**src/sv/deadline_timer_table_macros.svh**
```systemverilog
// Assertion macros for the deadline timer table.
`ifndef DEADLINE_TIMER_TABLE_MACROS_SVH
`define DEADLINE_TIMER_TABLE_MACROS_SVH
// Implication checked on every clock unless reset is high.
`define DTT_ASSERT_IMP(label, clk, rst, lhs, rhs) \
   label: assert property (@(posedge clk) disable iff (rst) (lhs) |-> (rhs)) \
      else $error("assertion failed");
// Next-cycle implication checked unless reset is high.
`define DTT_ASSERT_NXT(label, clk, rst, lhs, rhs) \
   label: assert property (@(posedge clk) disable iff (rst) (lhs) |=> (rhs)) \
      else $error("assertion failed");
`endif

```
**src/sv/dtt_pkg.sv**
```systemverilog
// Package of types and constants for the deadline timer table.
package dtt_pkg;
   localparam int NumSlots   = 16;
   localparam int SlotBits   = 4;
   localparam int TimeBits   = 48;
   localparam int PeriodBits = 32;
   localparam int MaxResults = 16;

   typedef logic [TimeBits-1:0]   time_type;
   typedef logic [PeriodBits-1:0] period_type;
   typedef logic [SlotBits-1:0]   slot_type;

   typedef enum logic [2:0] {
      OP_ADD     = 3'd0,
      OP_CANCEL  = 3'd1,
      OP_REFRESH = 3'd2,
      OP_RESET   = 3'd3,
      OP_TICK    = 3'd4,
      OP_QUERY   = 3'd5
   } opcode_type;

   typedef enum logic [1:0] {
      ST_OK      = 2'd0,
      ST_FAIL    = 2'd1,
      ST_EXPIRED = 2'd2,
      ST_NONE    = 2'd3
   } status_type;

   typedef enum logic [3:0] {
      S_IDLE,
      S_SCAN,
      S_MOD_RD,
      S_MOD_WR,
      S_TSEL,
      S_TRD,
      S_TOUT,
      S_RESP
   } state_type;
endpackage

```
**src/sv/deadline_timer_table.sv**
```systemverilog
// Deadline timer table: slot memory, time counter and scanning sequencer.
//  channel | ports                                              | dir
//  req     | req_valid req_stall req_opcode req_slot_select ... | in
//  rsp     | rsp_valid rsp_stall rsp_status rsp_slot_id ...     | out
// Query and a tick with nothing due scan all slots through the memory read port;
// each expired slot adds a rescan. Add goes straight to the write state; cancel,
// refresh and reset first pass through a memory read state.
// Synchronous reset clears the active and repeat bits and the time counter.
// A stalled result holds the sequencer where it would output and stalls requests; one item is in work at a time.
`include "deadline_timer_table_macros.svh"
module deadline_timer_table (
   input  logic                         clock,
   input  logic                         reset,
   input  logic                         req_valid,
   output logic                         req_stall,
   input  logic [2:0]                   req_opcode,
   input  logic [3:0]                   req_slot_select,
   input  logic [31:0]                  req_period_ms,
   input  logic                         req_repeating,
   input  logic                         req_restart_from_now,
   output logic                         rsp_valid,
   input  logic                         rsp_stall,
   output logic [1:0]                   rsp_status,
   output logic [3:0]                   rsp_slot_id,
   output logic [47:0]                  rsp_wait_ms,
   output logic                         rsp_last_item
);
   import dtt_pkg::*;

   localparam int CntBits = SlotBits + 1;

   period_type mem_period [NumSlots];
   time_type   mem_deadline [NumSlots];

   logic [NumSlots-1:0] active_ff, active_in, cyclic_ff, cyclic_in;
   logic [NumSlots-1:0] taken_ff, taken_in;
   time_type   now_ff, now_in;
   state_type  state_ff, state_in;
   logic [2:0] op_ff, op_in;
   slot_type   sel_ff, sel_in;
   period_type per_ff, per_in;
   logic       rep_ff, rep_in, fnow_ff, fnow_in;
   logic [CntBits-1:0] cnt_ff, cnt_in;
   logic [CntBits-1:0] nres_ff, nres_in;
   logic       best_ok_ff, best_ok_in;
   slot_type   best_ff, best_in;
   time_type   bestd_ff, bestd_in;
   slot_type   prev_ff, prev_in;

   logic       rv_ff, rv_in;
   logic [1:0] rst_ff, rst_in;
   slot_type   rid_ff, rid_in;
   time_type   rwait_ff, rwait_in;
   logic       rlast_ff, rlast_in;

   slot_type   rd_addr;
   period_type rd_period;
   time_type   rd_deadline;
   logic       wr_en;
   slot_type   wr_addr;
   period_type wr_period;
   time_type   wr_deadline;
   logic       wr_per_en;

   always_ff @(posedge clock) begin
      rd_period   <= mem_period[rd_addr];
      rd_deadline <= mem_deadline[rd_addr];
      if (wr_en) begin
         mem_deadline[wr_addr] <= wr_deadline;
         if (wr_per_en) begin
            mem_period[wr_addr] <= wr_period;
         end
      end
   end

   slot_type   scan_idx;
   logic       cand;
   time_type   shift_d;
   logic       out_free;

   assign scan_idx = SlotBits'(cnt_ff - CntBits'(1));
   assign out_free = !rv_ff || !rsp_stall;

   always_comb begin
      if (per_ff >= rd_period) begin
         shift_d = rd_deadline + TimeBits'(per_ff - rd_period);
      end else if (rd_deadline >= TimeBits'(rd_period - per_ff)) begin
         shift_d = rd_deadline - TimeBits'(rd_period - per_ff);
      end else begin
         shift_d = '0;
      end
   end

   always_comb begin
      state_in = state_ff;
      active_in = active_ff; cyclic_in = cyclic_ff; taken_in = taken_ff;
      now_in = now_ff; op_in = op_ff; sel_in = sel_ff; per_in = per_ff;
      rep_in = rep_ff; fnow_in = fnow_ff; cnt_in = cnt_ff; nres_in = nres_ff;
      best_ok_in = best_ok_ff; best_in = best_ff; bestd_in = bestd_ff;
      prev_in = prev_ff;
      rv_in = rv_ff && rsp_stall; rst_in = rst_ff; rid_in = rid_ff;
      rwait_in = rwait_ff; rlast_in = rlast_ff;
      rd_addr = '0; wr_en = 1'b0; wr_addr = sel_ff; wr_period = per_ff;
      wr_deadline = now_ff + TimeBits'(per_ff); wr_per_en = 1'b0;
      req_stall = 1'b1; cand = 1'b0;
      unique case (state_ff)
         S_IDLE: begin
            req_stall = !out_free;
            if (req_valid && out_free) begin
               op_in = req_opcode; sel_in = req_slot_select; per_in = req_period_ms;
               rep_in = req_repeating; fnow_in = req_restart_from_now;
               cnt_in = '0; nres_in = '0; best_ok_in = 1'b0; taken_in = '0;
               if (req_opcode == OP_TICK) begin
                  now_in = now_ff + TimeBits'(1);
                  state_in = S_SCAN;
               end else if (req_opcode == OP_QUERY) begin
                  state_in = S_SCAN;
               end else if (req_opcode == OP_ADD) begin
                  state_in = S_MOD_WR;
               end else if (req_opcode == OP_CANCEL || req_opcode == OP_REFRESH ||
                            req_opcode == OP_RESET) begin
                  state_in = S_MOD_RD;
               end else begin
                  rst_in = ST_FAIL; rid_in = '0; rwait_in = '0; rlast_in = 1'b1;
                  state_in = S_RESP;
               end
            end
         end
         S_MOD_RD: begin
            rd_addr = sel_ff;
            state_in = S_MOD_WR;
         end
         S_MOD_WR: begin
            rid_in = '0; rwait_in = '0; rlast_in = 1'b1; rst_in = ST_OK;
            if (op_ff == OP_ADD) begin
               rst_in = ST_FAIL;
               for (int i = NumSlots - 1; i >= 0; i--) begin
                  if (!active_ff[i]) begin
                     rst_in = ST_OK; rid_in = SlotBits'(i);
                  end
               end
               if (rst_in == ST_OK) begin
                  wr_en = 1'b1; wr_per_en = 1'b1; wr_addr = rid_in;
                  active_in[rid_in] = 1'b1; cyclic_in[rid_in] = rep_ff;
               end
            end else if (!active_ff[sel_ff]) begin
               rst_in = ST_FAIL;
            end else if (op_ff == OP_CANCEL) begin
               active_in[sel_ff] = 1'b0;
            end else if (op_ff == OP_REFRESH) begin
               wr_en = 1'b1; wr_period = rd_period;
               wr_deadline = now_ff + TimeBits'(rd_period);
            end else begin
               wr_en = 1'b1; wr_per_en = 1'b1;
               if (!fnow_ff) begin
                  wr_deadline = shift_d;
               end
            end
            state_in = S_RESP;
         end
         S_SCAN: begin
            rd_addr = SlotBits'(cnt_ff);
            if (cnt_ff != '0) begin
               cand = active_ff[scan_idx] && !taken_ff[scan_idx];
               if (op_ff == OP_TICK) begin
                  cand = cand && rd_deadline <= now_ff;
               end
               if (cand && (!best_ok_in || rd_deadline < bestd_ff)) begin
                  best_ok_in = 1'b1; best_in = scan_idx; bestd_in = rd_deadline;
               end
            end
            if (cnt_ff == CntBits'(NumSlots)) begin
               cnt_in = '0;
               state_in = op_ff == OP_TICK ? S_TSEL : S_RESP;
               if (op_ff == OP_QUERY) begin
                  rid_in = '0; rlast_in = 1'b1; rst_in = ST_OK; rwait_in = '0;
                  if (!best_ok_in) rwait_in = '1;
                  else if (now_ff < bestd_in) rwait_in = bestd_in - now_ff;
               end
            end else begin
               cnt_in = cnt_ff + CntBits'(1);
            end
         end
         S_TSEL: begin
            if (out_free) begin
               if (!best_ok_ff) begin
                  if (nres_ff == '0) begin
                     rv_in = 1'b1; rst_in = ST_NONE; rid_in = '0;
                     rwait_in = '0; rlast_in = 1'b1;
                  end else begin
                     rv_in = 1'b1; rlast_in = 1'b1;
                  end
                  state_in = S_IDLE;
               end else begin
                  if (nres_ff != '0) begin
                     rv_in = 1'b1;
                  end
                  taken_in[best_ff] = 1'b1;
                  prev_in = best_ff;
                  state_in = S_TRD;
               end
            end
         end
         S_TRD: begin
            rd_addr = prev_ff;
            state_in = S_TOUT;
         end
         S_TOUT: begin
            rd_addr = prev_ff;
            if (out_free) begin
               if (cyclic_ff[prev_ff]) begin
                  wr_en = 1'b1; wr_addr = prev_ff;
                  wr_deadline = now_ff + TimeBits'(rd_period);
               end else begin
                  active_in[prev_ff] = 1'b0;
               end
               rst_in = ST_EXPIRED; rid_in = prev_ff; rwait_in = '0; rlast_in = 1'b0;
               nres_in = nres_ff + CntBits'(1);
               best_ok_in = 1'b0;
               if (nres_in == CntBits'(MaxResults)) begin
                  state_in = S_RESP; rlast_in = 1'b1;
               end else begin
                  state_in = S_SCAN;
               end
            end
         end
         S_RESP: begin
            if (out_free) begin
               rv_in = 1'b1;
               state_in = S_IDLE;
            end
         end
         default: state_in = S_IDLE;
      endcase
   end

   always_ff @(posedge clock) begin
      if (reset) begin
         state_ff <= S_IDLE; active_ff <= '0; cyclic_ff <= '0; now_ff <= '0;
         rv_ff <= 1'b0; taken_ff <= '0; cnt_ff <= '0; nres_ff <= '0;
         best_ok_ff <= 1'b0;
      end else begin
         state_ff <= state_in; active_ff <= active_in; cyclic_ff <= cyclic_in;
         now_ff <= now_in; rv_ff <= rv_in; taken_ff <= taken_in;
         cnt_ff <= cnt_in; nres_ff <= nres_in; best_ok_ff <= best_ok_in;
      end
      op_ff <= op_in; sel_ff <= sel_in; per_ff <= per_in; rep_ff <= rep_in;
      fnow_ff <= fnow_in; best_ff <= best_in; bestd_ff <= bestd_in;
      prev_ff <= prev_in; rst_ff <= rst_in; rid_ff <= rid_in;
      rwait_ff <= rwait_in; rlast_ff <= rlast_in;
   end

   assign rsp_valid = rv_ff;
   assign rsp_status = rst_ff;
   assign rsp_slot_id = rid_ff;
   assign rsp_wait_ms = rwait_ff;
   assign rsp_last_item = rlast_ff;

   `DTT_ASSERT_IMP(a_stall_busy, clock, reset, state_ff != S_IDLE, req_stall)
   `DTT_ASSERT_NXT(a_hold, clock, reset, rv_ff && rsp_stall,
      rv_ff && $stable(rid_ff) && $stable(rst_ff))
   `DTT_ASSERT_IMP(a_exp_ok, clock, reset, rv_ff && rst_ff == ST_EXPIRED,
      active_ff[rid_ff] || !cyclic_ff[rid_ff])
endmodule
```
**config.mk**
```make
export PLATFORM = sky130hd
export DESIGN_NAME = deadline_timer_table
export DESIGN_NICKNAME = d
export VERILOG_FILES = /design/src/sv/dtt_pkg.sv /design/src/sv/deadline_timer_table.sv
export VERILOG_INCLUDE_DIRS = /design/src /design/src/sv
export SDC_FILE = /design/constraint.sdc
export NUM_CORES = 2
export LEC_CHECK = 0
export ABC_CLOCK_PERIOD_IN_PS = 13200
export BUFFER_PORTS_ARGS = -buffer_cell sky130_fd_sc_hd__buf_2
export CORE_AREA = 2 2 388 390
export DETAILED_ROUTE_END_ITERATION = 12
export DIE_AREA = 0 0 390 392
export GPL_TIMING_DRIVEN = 0
export MAX_ROUTING_LAYER = met4
export PLACE_DENSITY = 0.71
export SLEW_MARGIN = 40
export SYNTH_ARGS = -nofsm -noshare
export SYNTH_HDL_FRONTEND = slang
export SYNTH_SLANG_ARGS = --single-unit
```
**constraint.sdc**
```tcl
create_clock -name clock -period 13.2 [get_ports clock]
set_input_delay 1.32 -clock clock [delete_from_list [all_inputs] [get_ports clock]]
set_output_delay 1.32 -clock clock [all_outputs]
set_load 0.1 [all_outputs]
```
Word-level counts from Yosys, hierarchy flattened
Memories as Yosys holds them, arrays and structs flattened. A register that Yosys moved wholly into a read port is not among the register bits.
Index checks and enable logic that the tools add are counted.
Widths: inputs -> output; s select.
- $add $sub $neg: 11
- order comparisons: 14
- equality and inequality tests: 35
- multiplexer cells: 191
- bitwise logic cells: 6
- reduce and logical (&&, ||, !) cells: 45
- operator list (cell ; count):
    $mux 48 ; 25
    $pmux 48 s5 ; 1
    $mux 32 ; 5
    $mux 4 ; 39
    $mux 16 ; 9
    $add 48x32->48 ; 2
    $lt 48x48->1 ; 2
    $pmux 48 s2 ; 1
    $sub 48x48->48 ; 2
    $sub 32x32->33 ; 2
    $pmux 16 s2 ; 2
    $mux 2 ; 30
    $mux 1 ; 50
    $add 48x1->48 const B ; 1
    $add 48x48->48 ; 1
    $ge 48x48->1 ; 1
    $le 48x48->1 ; 1
    $and 16x16->16 ; 2
    $ge 32x32->1 ; 1
    $not 16->16 ; 2
    $or 16x16->16 ; 2
    $pmux 4 s8 ; 1
    $ne 2x2->1 const B ; 14
    $lt 4x5->1 const B ; 5
    42 further kinds ; 101
- register bits: 264
- RAM bits: 1280
- bits of input ports: 45
- output and inout port bits: 57
- logic and storage cells: 325
- memories: 2
- memories (name ; words ; bits a word ; rd ports ; clocked after Yosys merged registers in ; wr ports ; line ; text):
    mem_deadline ; 16 ; 48 ; 1 ; 1 ; 1 ; deadline_timer_table.sv:33 ; time_type mem_deadline [NumSlots];
    mem_period ; 16 ; 32 ; 1 ; 1 ; 1 ; deadline_timer_table.sv:32 ; period_type mem_period [NumSlots];

Longest topological paths before layout
- depth in word-level cells: 26
- depth in mapped cells: 30
- gate-level depth less buffers: 27

Least setup slack after synthesis
Ideal clock, no wire load.
- path kind: input to register
- start point: input port rsp_stall
- end point: register rid_ff[0], in the netlist rsp_slot_id[0], enable pin
- setup time: 0.548 ns
- data arrival time: 6.217 ns
- required time: 12.652 ns
- path slack: 6.435 ns
- stages: 6
- buffers on the path: 0
- cell sequence: and2_1 -> nor2_1 -> nor3_1 -> or2_2 -> a211oi_1 -> a21boi_0
- cells in the longest elaborated chain, start to end: 5
- elaborated cells on any way between the ends: 7
- those cells by class: eq/ne: 3; reduce/logical: 4
- ends and longest elaborated chain (what ; line ; text):
    from (decl) ; deadline_timer_table.sv:22 ; input logic rsp_stall,
    $logic_not 1->1 (*) ; deadline_timer_table.sv:82 ; assign out_free = !rv_ff || !rsp_stall;
    $logic_or 1x1->1 (*) ; deadline_timer_table.sv:82 ;
    $logic_and 1x1->1 ; deadline_timer_table.sv:109 ; if (req_valid && out_free) begin
    $ne 2x2->1 (no source line) ; - ;
    $reduce_and 12->1 (no source line) (*) ; - ;
    to (signal assigned) ; deadline_timer_table.sv:249 ; prev_ff <= prev_in; rst_ff <= rst_in; rid_ff <= rid_in;
    to (decl) ; deadline_timer_table.sv:52 ; slot_type rid_ff, rid_in;
Mark *: on every way between the ends. The rest lies on a longest branch, timed or not.
A chain may end at the register's enable or synchronous reset.

Worst setup path in the final report
- start point: register cnt_ff[0]
- end point: register rwait_ff[47], in the netlist rsp_wait_ms[47], data pin
- cells in the longest elaborated chain, start to end: 19
- elaborated cells on any way between the ends: 26
- those cells by class: add/sub: 2; order compare: 1; mux: 18; reduce/logical: 5
- ends and longest elaborated chain (what ; line ; text):
    from (decl) ; deadline_timer_table.sv:43 ; logic [CntBits-1:0] cnt_ff, cnt_in;
    from (signal assigned) ; deadline_timer_table.sv:245 ; cnt_ff <= cnt_in; nres_ff <= nres_in; best_ok_ff <= best_ok_in;
    $sub 4x1->4 (*) ; deadline_timer_table.sv:81 ; assign scan_idx = SlotBits'(cnt_ff - CntBits'(1));
    via scan_idx[0] ; deadline_timer_table.sv:76 ; slot_type scan_idx;
    $bmux 1 s4 ; deadline_timer_table.sv:164 ; cand = active_ff[scan_idx] && !taken_ff[scan_idx];
    $mux 1 (implied by the code) ; deadline_timer_table.sv:164 ;
    $logic_not 1->1 ; deadline_timer_table.sv:164 ;
    $logic_and 1x1->1 (*) ; deadline_timer_table.sv:164 ;
    $logic_and 1x1->1 ; deadline_timer_table.sv:166 ; cand = cand && rd_deadline <= now_ff;
    $mux 1 (*) ; deadline_timer_table.sv:165 ; if (op_ff == OP_TICK) begin
    [4 not listed] ; - ;
    $mux 48 ; deadline_timer_table.sv:163 ; if (cnt_ff != '0) begin
    $mux 48 ; deadline_timer_table.sv:106 ; unique case (state_ff)
    $sub 48x48->48 or $lt 48x48->1 (tied branches) ; deadline_timer_table.sv:178 ; else if (now_ff < bestd_in) rwait_in = bestd_in - now_ff;
    $mux 48 ; deadline_timer_table.sv:178 ;
    $mux 48 (*) ; deadline_timer_table.sv:177 ; if (!best_ok_in) rwait_in = '1;
    $mux 48 (*) ; deadline_timer_table.sv:175 ; if (op_ff == OP_QUERY) begin
    $mux 48 (*) ; deadline_timer_table.sv:172 ; if (cnt_ff == CntBits'(NumSlots)) begin
    $pmux 48 s5 (*) ; deadline_timer_table.sv:106 ;
    to (signal assigned) ; deadline_timer_table.sv:250 ; rwait_ff <= rwait_in; rlast_ff <= rlast_in;
    to (decl) ; deadline_timer_table.sv:53 ; time_type rwait_ff, rwait_in;
The timed path passes the listed nets; every way through them passes the cells marked *. The select of a mux whose other input is x is not followed.

==> impl_metrics.env <==
export IMPL_gr_total_overflow=0
export IMPL_clock_skew_ns=0.0607
export IMPL_switching_share_pct=45.0
export IMPL_ant_nets=0
export IMPL_fillCellCount=11074
export IMPL_p_per_area_mw_per_mm2=260
export IMPL_gp_congestion=1.04
export IMPL_finalCritPeriodShare_pct=66.5
export IMPL_yosysMostFrequentCell="edfxtp_1"
export IMPL_post_route_drc_count=0
export IMPL_grt_pass1_wl_mm=375
export IMPL_syn_num_nets=6578
export IMPL_synth_ff_type="edfxtp_1"
export IMPL_crit_fanout=10
export IMPL_cp_slowest_stage_delay_ns=0.61
export IMPL_p_seq_share_pct=27.7
export IMPL_ys_ff_latch=1623
export IMPL_vias=56665
export IMPL_htreeDepth=4
export IMPL_synth_top_area_share_pct=52.9
export IMPL_p_clk_share_pct=19.3
export IMPL_synth_area_leader_cell="edfxtp_1"
export IMPL_start_kind="flop"
export IMPL_finalSetupTns_ns=0
export IMPL_drt_iter0_markers=7036
export IMPL_yosysUniqueCellTypes=92
export IMPL_final_cell_area_mm2=0.0934
export IMPL_hold_viol=0
export IMPL_endpoint="rsp_wait_ms[47]"
export IMPL_drive_above_1_share_pct=16.8
export IMPL_worstMarginPinSlew_ns=0.935
export IMPL_synthArstFlopShare_pct=0
export IMPL_ys_top_cells_by_area="edfxtp_1, mux4_2, ha_1, dfxtp_1, a21oi_1"
export IMPL_p_int_mw=13.4
export IMPL_cts_setup_buffers=0
export IMPL_clkLatencyLatePin_ns=0.83
export IMPL_synth_cells=6153
export IMPL_post_cts_resized=0
export IMPL_yosysWarningCount=0
export IMPL_p_sw_mw=10.9
export IMPL_setup_slack_ns=4.42
export IMPL_drv_slew=0
export IMPL_row_count=142
export IMPL_power_frac_comb_pct=53.1
export IMPL_status="finished clean"
export IMPL_seqCellArea_mm2=0.0468
export IMPL_cap_violations=0
export IMPL_root_buffer="clkbuf_16"
export IMPL_relSlewSlack_pct=37.0
export IMPL_postRouteWirelength_mm=262
export IMPL_critPathKind="reg2reg"
export IMPL_synth_sequential_area_ratio_pct=57.6
export IMPL_grt_max_degree=56
export IMPL_initial_core_util_pct=54.6
export IMPL_arrival_ns=9.41
export IMPL_rr_worst_depth=29
export IMPL_cellLeakagePower_nw=33.2
export IMPL_clockBufferDepth=3
export IMPL_hpwlAfterDp_mm=196
export IMPL_synth_edf_count=1432
export IMPL_cts_tree="built"
export IMPL_clk_pin_slew_ns=0.06
export IMPL_firstDrtPassIters=6
export IMPL_crit_path_end_kind="flop"
export IMPL_fmax_mhz=114
export IMPL_reg2reg_to="rsp_wait_ms[47]"
export IMPL_slowest_stage="a221oi_1"
export IMPL_die_w_um=390
export IMPL_track_usage_pct=35.1
export IMPL_syn_area_mm2=0.0812
export IMPL_hold_class="reg2reg"
export IMPL_cts_hold_buf=0
export IMPL_cp_required_ns=13.83
export IMPL_synth_common_cells="edfxtp_1, a21oi_1, nand2_1"
export IMPL_placed_cell_area_mm2=0.0879
export IMPL_grt_pass1_vias=54605
export IMPL_utilization_pct=62.8
export IMPL_area_growth_pct=15.0
export IMPL_routedWlPerCell_um=30.2
export IMPL_fp_dieH_um=392
export IMPL_pre_cts_ws_ns=4.56
export IMPL_avgSynthCellArea_um2=13.2
export IMPL_multi_input_area_mm2=0.0331
export IMPL_core_area_mm2=0.149
export IMPL_die_area_mm2=0.153
export IMPL_rsz0062_at_grt="false"
export IMPL_max_vdd_ir_drop_v=0.000199
export IMPL_pin_count=102
export IMPL_r2r_start="cnt_ff[0]"
export IMPL_r2r_slack_ns=4.42
export IMPL_crit_start="cnt_ff[0]"
export IMPL_io_buffers=101
export IMPL_finalSetupViolCount=0
export IMPL_final_net_count=7007
export IMPL_via_per_inst=6.54
export IMPL_antenna_found_initial=14
export IMPL_cts_buffers_inserted=164
export IMPL_cts_sinks=1623
export IMPL_post_route_min_period_ns=8.78
[layout make-up]
| type | count | area share (%) |
|---|---|---|
| Sequential cell | 1623 | 50.1 |
| Multi-Input combinational cell | 3993 | 35.4 |
| Clock buffer | 196 | 4.58 |
| Timing Repair Buffer | 263 | 3.68 |
| Tap cell | 1944 | 2.60 |
| Buffer | 290 | 1.31 |
| Clock inverter | 105 | 1.28 |
| Inverter | 247 | 1.00 |
| Antenna cell | 5 | 0.0134 |
[worst max-delay path, delay by kind of cell (launching register included)]
family	cells	cell delay (ns)
multiplexers	3	0.87
flip-flops	1	0.42
XOR/XNOR	1	0.33
buffers and inverters	5	1.28
AO/OA/AOI/OAI	11	3.37
adder cells (fa/ha/maj)	3	0.85
AND/OR/NAND/NOR	6	1.46
[worst min-delay path by stage]
stage                  start       endpoint  depth (start not counted)
2_1_floorplan  cyclic_ff[11]  cyclic_ff[11]                          2
3_3_place_gp    cyclic_ff[3]   cyclic_ff[3]                          2
3_5_place_dp   cyclic_ff[12]  cyclic_ff[12]                          2
4_1_cts         cyclic_ff[7]   cyclic_ff[7]                          2
5_1_grt        cyclic_ff[12]  cyclic_ff[12]                          2
6_report       cyclic_ff[12]  cyclic_ff[12]                          2
[cell families (layout without fill, tap and decap cells)]
family          Yosys count  after routing  share of synthesized area [%]
mux                     477            477                           11.1
flops                  1623           1623                           57.6
fa+ha+maj               380            380                           5.92
compound gates         1505           1505                           11.7
simple gates           1341           1341                           7.94
other cells               0              5                              0
buf+inv                 537           1101                           2.62
xor+xnor                290            290                           3.13
[per-layer routing]
| layer | wire length, um | up-vias | GRT usage (%) |
|---|---|---|---|
| li1 | - | 24688 | - |
| met1 | 106000 | 28439 | 47.9 |
| met2 | 117000 | 3024 | 51.9 |
| met3 | 27200 | 514 | 7.16 |
| met4 | 12000 | 0 | 14.3 |
| met5 | 0 | - | - |
[power groups by stage]
stage          sequential (mW)  clock, mW  combinational [mW]
3_3_place_gp              6.85          0                12.2
6_report                  6.73       4.69                12.9
5_1_grt                   6.72       4.94                13.8
2_1_floorplan             7.02          0                8.35
4_1_cts                   6.70       4.74                12.6
3_5_place_dp              6.80          0                12.5
[layout by cell type (no fill, tap or decap), drive strengths merged, types with 64 or more instances in the layout]
| cell | synthesis | routed |
|---|---|---|
| edfxtp | 1432 | 1432 |
| mux4 | 332 | 332 |
| buf | 75 | 338 |
| dfxtp | 191 | 191 |
| nand4 | 74 | 74 |
| mux2i | 96 | 96 |
| nand3 | 109 | 109 |
| o21ai | 297 | 297 |
| nor2b | 119 | 119 |
| nor3 | 75 | 75 |
| a21oi | 497 | 497 |
| nor2 | 359 | 359 |
| a31oi | 64 | 64 |
| a21o | 187 | 187 |
| xnor2 | 190 | 190 |
| xor2 | 100 | 100 |
| nand2 | 377 | 377 |
| clkinv | 5 | 75 |
| clkbuf | 215 | 411 |
| a211oi | 103 | 103 |
| ha | 373 | 373 |
| inv | 242 | 250 |
[flip-flops by register name, summed over array words and instances, names as in the netlist, 2 cells and up]
signal / flops
rd_deadline: 48
nres_ff: 5
rsp_wait_ms: 48
state_ff: 3
cyclic_ff: 16
prev_ff: 4
bestd_ff: 48
now_ff: 48
op_ff: 3
per_ff: 32
taken_ff: 16
rd_period: 32
mem_deadline: 768
active_ff: 16
rsp_status: 2
sel_ff: 4
rsp_slot_id: 4
cnt_ff: 5
best_ff: 4
mem_period: 512
[metrics by stage]
| stage | power, mW | instances | hold slack, ns |
|---|---|---|---|
| 3_5_place_dp | 19.3 | 8359 | 0.451 |
| 4_1_cts | 24.1 | 8660 | 0.458 |
| 3_3_place_gp | 19.1 | 8198 | 0.444 |
| 5_1_grt | 25.5 | 8665 | 0.485 |
| 2_1_floorplan | 15.4 | 6153 | 0.433 |
| 6_report | 24.3 | 8666 | 0.458 |
No activity file was read; power rests on OpenSTA's default activity.
